$ cat config.mk
export PLATFORM = sky130hd
export DESIGN_NAME = last_note_priority_key_stack
export DESIGN_NICKNAME = d
export VERILOG_FILES = /design/src/sv/lnpks_pkg.sv /design/src/sv/lnpks_cell.sv /design/src/sv/last_note_priority_key_stack.sv
export SDC_FILE = /design/constraint.sdc
export NUM_CORES = 1
export LEC_CHECK = 0
export BUFFER_PORTS_ARGS = -buffer_cell sky130_fd_sc_hd__buf_2
export CAP_MARGIN = 20
export CORE_MARGIN = 2
export CORE_UTILIZATION = 45
export CTS_CLUSTER_SIZE = 10
export DETAILED_ROUTE_END_ITERATION = 7
export SYNTH_ARGS = -nofsm -noshare
export SYNTH_HDL_FRONTEND = slang
export SYNTH_HIERARCHICAL = 1
export SYNTH_SLANG_ARGS = --single-unit
$ cat constraint.sdc
create_clock -name i_clk -period 7.9 [get_ports i_clk]
set_clock_uncertainty 0.2 [all_clocks]
set_input_delay 0.395 -clock i_clk [delete_from_list [all_inputs] [get_ports i_clk]]
set_output_delay 0.395 -clock i_clk [all_outputs]
set_load 0.005 [all_outputs]
$ cat src/sv/lnpks_pkg.sv
// Shared types and constants for the last-note-priority key stack.
`default_nettype none

package lnpks_pkg;

    localparam int KEY_COUNT_DEF = 64;

    localparam int MODE_W    = 2;
    localparam int KEY_IN_W  = 7;
    localparam int TOP_W     = 6;
    localparam int HCOUNT_W  = 7;

    typedef enum logic [MODE_W-1:0] {
        MODE_PRESS       = 2'd0,
        MODE_RELEASE     = 2'd1,
        MODE_RELEASE_ALL = 2'd2,
        MODE_SOLO        = 2'd3
    } t_mode;

    typedef enum logic [1:0] {
        ST_IDLE,
        ST_SHIFT,
        ST_OUT
    } t_state;

    // token and "target already passed" flag walking up the cell chain
    typedef struct packed {
        logic tok;
        logic found;
    } t_link;

endpackage

`default_nettype wire

$ cat src/sv/lnpks_cell.sv
// One slot of the held-key list; shifts down when a release token passes at or above the released key's slot.
`default_nettype none

module lnpks_cell #(
    parameter int IDX = 0,
    parameter int KW  = 6,
    parameter int CW  = 7
) (
    input  wire                   i_clk,
    input  wire                   i_rst_n,
    input  wire                   i_load,
    input  wire  [KW-1:0]         i_key,
    input  wire  [CW-1:0]         i_count,
    input  wire  [KW-1:0]         i_nxt_key,
    input  lnpks_pkg::t_link      i_link,
    output logic [KW-1:0]         o_key,
    output lnpks_pkg::t_link      o_link
);
    import lnpks_pkg::*;

    localparam logic [CW-1:0] IDX_C = CW'(IDX);

    logic [KW-1:0] r_key;
    t_link         r_link;
    logic          w_hit;

    // this slot or one below it held the released key: take the neighbor's word
    assign w_hit = i_link.tok &&
                   (i_link.found || ((r_key == i_key) && (IDX_C < i_count)));

    always_ff @(posedge i_clk) begin
        if (i_load) begin
            r_key <= i_key;
        end else if (w_hit) begin
            r_key <= i_nxt_key;
        end
    end

    always_ff @(posedge i_clk) begin
        if (!i_rst_n) begin
            r_link <= '0;
        end else begin
            r_link.tok   <= i_link.tok;
            r_link.found <= w_hit;
        end
    end

    assign o_key  = r_key;
    assign o_link = r_link;

endmodule

`default_nettype wire

$ cat src/sv/last_note_priority_key_stack.sv
// Top level: last-note-priority key stack built from a chain of list cells.
//
//  channel   | handshake          | words
//  ----------+--------------------+--------------------------------------
//  event in  | start / busy       | i_mode, i_key_index
//  result    | o_valid (strobe)   | o_top_key, o_key_held, o_held_count
//
// Press, release-all, ignored events: accepted in ST_IDLE; the result strobe
// follows in the next cycle, with busy high. Release of a held key: a token walks
// the cell chain one cell per cycle, and busy stays high until it leaves the last cell.
// Synchronous active-low reset empties the list; list cell contents are not
// reset. The result strobe lasts one cycle; the receiver cannot stall it.
`default_nettype none

module last_note_priority_key_stack #(
    parameter int KEY_COUNT = lnpks_pkg::KEY_COUNT_DEF
) (
    input  wire                             i_clk,
    input  wire                             i_rst_n,
    input  wire                             start,
    output logic                            busy,
    input  wire  [lnpks_pkg::MODE_W-1:0]    i_mode,
    input  wire  [lnpks_pkg::KEY_IN_W-1:0]  i_key_index,
    output logic                            o_valid,
    output logic [lnpks_pkg::TOP_W-1:0]     o_top_key,
    output logic                            o_key_held,
    output logic [lnpks_pkg::HCOUNT_W-1:0]  o_held_count
);
    import lnpks_pkg::*;

    localparam int KW = (KEY_COUNT > 2) ? $clog2(KEY_COUNT) : 1;
    localparam int CW = $clog2(KEY_COUNT + 1);

    t_state              r_state, n_state;
    logic [CW-1:0]       r_count;
    logic [KEY_COUNT-1:0] r_held;
    logic [KW-1:0]       r_k;
    logic                r_start;

    logic                w_accept;
    logic                w_in_range;
    logic [KW-1:0]       w_k;
    logic                w_k_held;
    logic                w_do_load;
    logic [CW-1:0]       w_load_idx;
    logic                w_do_release;
    logic                w_clear_all;
    logic                w_shift_done;

    logic [KW-1:0]       w_key  [KEY_COUNT];
    t_link               w_link [KEY_COUNT+1];
    logic [KW-1:0]       w_top_idx;
    logic [HCOUNT_W-1:0] w_top_wide;

    assign w_accept   = start && !busy;
    assign w_in_range = {1'b0, i_key_index} < (KEY_IN_W + 1)'(KEY_COUNT);
    assign w_k        = i_key_index[KW-1:0];
    assign w_k_held   = w_in_range && r_held[w_k];
    assign w_shift_done = w_link[KEY_COUNT].tok;

    // event decode
    always_comb begin
        w_do_load    = 1'b0;
        w_load_idx   = r_count;
        w_do_release = 1'b0;
        w_clear_all  = 1'b0;
        unique case (t_mode'(i_mode))
            MODE_PRESS: begin
                w_do_load = w_in_range && !w_k_held && (r_count < CW'(KEY_COUNT));
            end
            MODE_RELEASE: begin
                w_do_release = w_k_held && (r_count != '0);
            end
            MODE_RELEASE_ALL: begin
                w_clear_all = 1'b1;
            end
            MODE_SOLO: begin
                w_clear_all = 1'b1;
                w_do_load   = w_in_range;
                w_load_idx  = '0;
            end
            default: begin
                w_clear_all = 1'b0;
            end
        endcase
    end

    // next state
    always_comb begin
        n_state = r_state;
        unique case (r_state)
            ST_IDLE: begin
                if (start) begin
                    n_state = w_do_release ? ST_SHIFT : ST_OUT;
                end
            end
            ST_SHIFT: begin
                if (w_shift_done) begin
                    n_state = ST_OUT;
                end
            end
            ST_OUT:  n_state = ST_IDLE;
            default: n_state = ST_IDLE;
        endcase
    end

    // FSM outputs
    always_comb begin
        busy    = 1'b1;
        o_valid = 1'b0;
        unique case (r_state)
            ST_IDLE:  busy = 1'b0;
            ST_SHIFT: busy = 1'b1;
            ST_OUT:   o_valid = 1'b1;
            default:  busy = 1'b1;
        endcase
    end

    always_ff @(posedge i_clk) begin
        if (!i_rst_n) begin
            r_state <= ST_IDLE;
            r_count <= '0;
            r_held  <= '0;
            r_start <= 1'b0;
        end else begin
            r_state <= n_state;
            r_start <= w_accept && w_do_release;
            if (w_accept) begin
                if (w_clear_all) begin
                    r_held  <= '0;
                    r_count <= '0;
                end
                if (w_do_load) begin
                    r_held[w_k] <= 1'b1;
                    r_count     <= w_load_idx + CW'(1);
                end
            end else if (r_state == ST_SHIFT && w_shift_done) begin
                r_held[r_k] <= 1'b0;
                r_count     <= r_count - CW'(1);
            end
        end
    end

    always_ff @(posedge i_clk) begin
        if (w_accept) begin
            r_k <= w_k;
        end
    end

    assign w_link[0] = '{tok: r_start, found: 1'b0};

    for (genvar gi = 0; gi < KEY_COUNT; gi++) begin : g_cell
        logic [KW-1:0] w_nxt;
        if (gi == KEY_COUNT - 1) begin : g_last
            assign w_nxt = '0;
        end else begin : g_mid
            assign w_nxt = w_key[gi+1];
        end

        lnpks_cell #(
            .IDX (gi),
            .KW  (KW),
            .CW  (CW)
        ) u_cell (
            .i_clk     (i_clk),
            .i_rst_n   (i_rst_n),
            .i_load    (w_accept && w_do_load && (w_load_idx == CW'(gi))),
            .i_key     (w_accept ? w_k : r_k),
            .i_count   (r_count),
            .i_nxt_key (w_nxt),
            .i_link    (w_link[gi]),
            .o_key     (w_key[gi]),
            .o_link    (w_link[gi+1])
        );
    end

    // newest held key sits in the slot just below the count
    assign w_top_idx  = KW'(r_count - CW'(1));
    assign w_top_wide = (r_count != '0) ? HCOUNT_W'(w_key[w_top_idx]) : '0;

    assign o_top_key    = w_top_wide[TOP_W-1:0];
    assign o_key_held   = (r_count != '0);
    assign o_held_count = HCOUNT_W'(r_count);

    a_strobe_one: assert property (@(posedge i_clk) disable iff (!i_rst_n)
        o_valid |=> !o_valid)
        else $error("result strobe longer than one cycle");

    a_accept_busy: assert property (@(posedge i_clk) disable iff (!i_rst_n)
        (start && !busy) |=> busy)
        else $error("accepted event did not raise busy");

    a_count_match: assert property (@(posedge i_clk) disable iff (!i_rst_n)
        $countones(r_held) == int'(r_count))
        else $error("held flags disagree with list count");

    a_shift_nonempty: assert property (@(posedge i_clk) disable iff (!i_rst_n)
        (r_state == ST_SHIFT) |-> (r_count != '0))
        else $error("release walk on empty list");

endmodule

`default_nettype wire

==> reports/results.txt <==
The sequential cells in the finished layout cover a total of 15,700 µm². After the last flow step, the layout net total stands at 2,821. For the CTS buffer count, the log shows 72. Synthesis handed over a netlist of 2,820 instances.

On the worst path, the slowest cell contributes a delay of 0.84 ns. The critical path goes through buf_4 > buf_4 > mux4_2 > mux4_1 > mux2i_1 > a211oi_1 > buf_2. Power comes to 7870 µW. In this run the core area contains 101 standard-cell rows.

Along the worst path, the maximum fanout reaches 54. For the power dissipated by switching net loads, the log shows 2240 µW. Global routing used 26.7% of the available tracks. In the routed design, unresolved DRC markers number 0. The logs give 37,800 µm² for the post-route cell area and 3 for the initial antenna violation count. Setup repair after global routing left no endpoint under its margin. TritonCTS built the clock tree.

The run gives 106 mm as the total detailed-routing wirelength. After detailed routing, the number of vias per cell comes to 6.34. The number of clock sinks was 591. In the final layout, the multi-input gates occupy 17,900 µm². The tools report the number of global-route vias before repair as 24,900.

The run gives 0 as the overall overflow remaining after global route. The classification of the worst setup path is reg2out. The detailed-routing iteration count for the pre-antenna-repair pass is 7. Across the run, the number of max-cap violations was 0. Entering global routing, the biggest net connects 87 pins. The cell at the root of the clock tree was sky130_fd_sc_hd__clkbuf_16. For the initial core utilization, the log shows 45.5%. The analysis attributes to cell leakage a power of 0.0123 µW.

The number of top-level pins was 28. The run gives 3,752 as the number of instances in the placed design. The tools report the H-tree depth as 3.

Worst-case clock buffer depth: 3. The nature of the critical path endpoint is an output pin. Number of gates resized after cts: 0.

The portion of the clock cycle consumed by the worst path in the final layout was 70.9%; the number of pins with negative max-slew slack in the final report was 0. Worst voltage drop across the vdd grid: 0.000146 V. Setup violations remaining at the end of the flow were counted as 0. For the sum of net half-perimeters after detailed placement, the log shows 69.4 mm. Adding up every negative setup slack in the final design gives 0 ns. The post-place instance area was 35,600 µm². The run finished with clean final reports.

The tightest hold path in the finished design has a slack of 0.0725 ns. The first global-routing pass estimated 160 mm of wire. The clock transition at the registers of the reported paths is 0.06 ns. The run gives 0 as the number of failing hold endpoints at the final stage. Counting the fill cells in the layout gives 6,656. The detail-routed net length per standard cell was 27.2 µm; the post-synthesis to final-layout area growth was 9.50%. Yosys printed 6 warnings. The congestion estimate from routability-driven global placement came to 0.892. The clock network accounts for 40.2% of the total power.

Averaged over all synthesized cells, the footprint is 12.3 µm². The number of DRC markers after the initial detailed-route iteration is 2,409, and the total die area is 79,000 µm². Clock latency on the worst-skew pair, taken at its later pin, is 0.62 ns. The most common cell type on the critical path is sky130_fd_sc_hd__buf_4.

In this run the horizontal extent of the chip is 281 µm. The share of final-layout standard cells stronger than drive strength 1 was 26.0%. The switching portion of total power is 28.5%. For the number of nets with antenna violations after detailed routing, the log shows 0. The worst slew margin relative to its limit is 24.1%. Per report_power, the sequential group accounts for 42.5% of the total. After the flow finishes, the layout carries non-filler instances totaling 3,888. After clock tree synthesis, the setup repair step added 0 buffers. The number of I/O port buffers is 27, and the data arrival time of the worst path is 5.01 ns.

The transition at the pin with the smallest max-transition slack is 1.13 ns. For the core region area, the log shows 75,900 µm². The critical path launch point type is a flip-flop.

For the internal power component, the log shows 5630 µW. The height of the die came out at 281 µm. The via count was 24,700.

The run gives 1 as the number of hold buffers added after cts. Among all stages on the critical path, the largest delay is contributed by sky130_fd_sc_hd__buf_4. The required arrival time at the worst endpoint came out at 7.30 ns. Static timing analysis puts the maximum clock frequency at 0.179 GHz.

For this design the ratio of total power to cell area is 208 nW/µm². The type of the worst min-delay path is in2reg. Subtracting the final worst setup slack from the clock period gives 5.60 ns.

The cell area after technology mapping came out at 34,600 µm². Combinational cells account for 17.3% of the total power.
[metrics by stage]
stage	worst slack, ns	util (%)
finish	2.30	49.8
global route	1.97	49.8
CTS	2.25	49.8
detailed placement	2.90	46.9
global placement	2.95	46.9
floorplan	2.06	-
[state kept, by name, indices dropped and copies added (netlist names)]
register / count
g_cell.u_cell/o_key: 384
g_cell.u_cell/o_link: 127
r_held: 64
o_held_count: 7
r_k: 6
r_state: 2
r_start: 1
[worst max-delay path, delay by kind of cell, from the launching register on]
| kind | cells | cell delay, ns |
|---|---|---|
| buffers and inverters | 3 | 1.81 |
| DFF | 1 | 0.79 |
| AOI/OAI and AO/OA | 1 | 0.20 |
| muxes | 3 | 1.48 |
[layer usage]
metal,vias to the layer above,share of wire (%),track usage (%)
met5,-,0.021,0
met4,4,2.9,8.89
met3,202,7.9,4.80
met2,1078,47,42.8
met1,12700,43,36.4
li1,10700,-,-
[cell type report]
class	instances	area share, %
Timing Repair Buffer	64	1.31
Tap cell	1030	3.40
Inverter	78	0.774
Clock buffer	125	5.73
Multi-Input combinational cell	1993	47.2
Clock inverter	6	0.106
Sequential cell	591	41.5
Antenna cell	1	0.00661
[cell usage in the layout, fill, tap and decap left out, drive strengths merged, types with 8 or more instances in the layout]
| master | count |
|---|---|
| a2111oi | 12 |
| a211oi | 35 |
| a21boi | 8 |
| a21o | 17 |
| a21oi | 143 |
| a22oi | 10 |
| a31oi | 9 |
| a41o | 14 |
| and2 | 71 |
| buf | 62 |
| clkbuf | 126 |
| dfxtp | 207 |
| edfxtp | 384 |
| ha | 9 |
| inv | 79 |
| mux2 | 384 |
| mux2i | 38 |
| mux4 | 120 |
| nand2 | 115 |
| nand3 | 33 |
| nand4 | 45 |
| nor2 | 102 |
| nor2b | 27 |
| nor3 | 30 |
| nor4 | 54 |
| o211ai | 78 |
| o21ai | 22 |
| o21bai | 20 |
| o31ai | 92 |
| o41ai | 10 |
| xnor2 | 186 |
| xor2 | 203 |
[worst paths after layout]
check / from / to / slack (ns) / cells after the start
worst max-delay path: o_held_count[0]$_SDFFE_PN0P_ / o_top_key[2] / 2.30 / 7
worst min-delay path: i_key_index[6] / r_start$_SDFF_PN0_ / 0.07 / 3
worst max register to register: o_held_count[0]$_SDFFE_PN0P_ / g_cell[63].u_cell/o_key[2]$_DFFE_PP_ / 3.26 / 8
worst min register to register: g_cell[4].u_cell/o_link[0]$_SDFF_PN0_ / g_cell[5].u_cell/o_link[0]$_SDFF_PN0_ / 0.25 / 2
[power groups by stage]
stage | Combinational, µW | Clock (µW) | Sequential (µW)
floorplan | 944 | 0 | 3370
global placement | 1310 | 0 | 3400
detailed placement | 1330 | 0 | 3400
CTS | 1340 | 3220 | 3340
global route | 1440 | 3340 | 3340
finish | 1360 | 3160 | 3340
(Power assumes the default switching activity.)
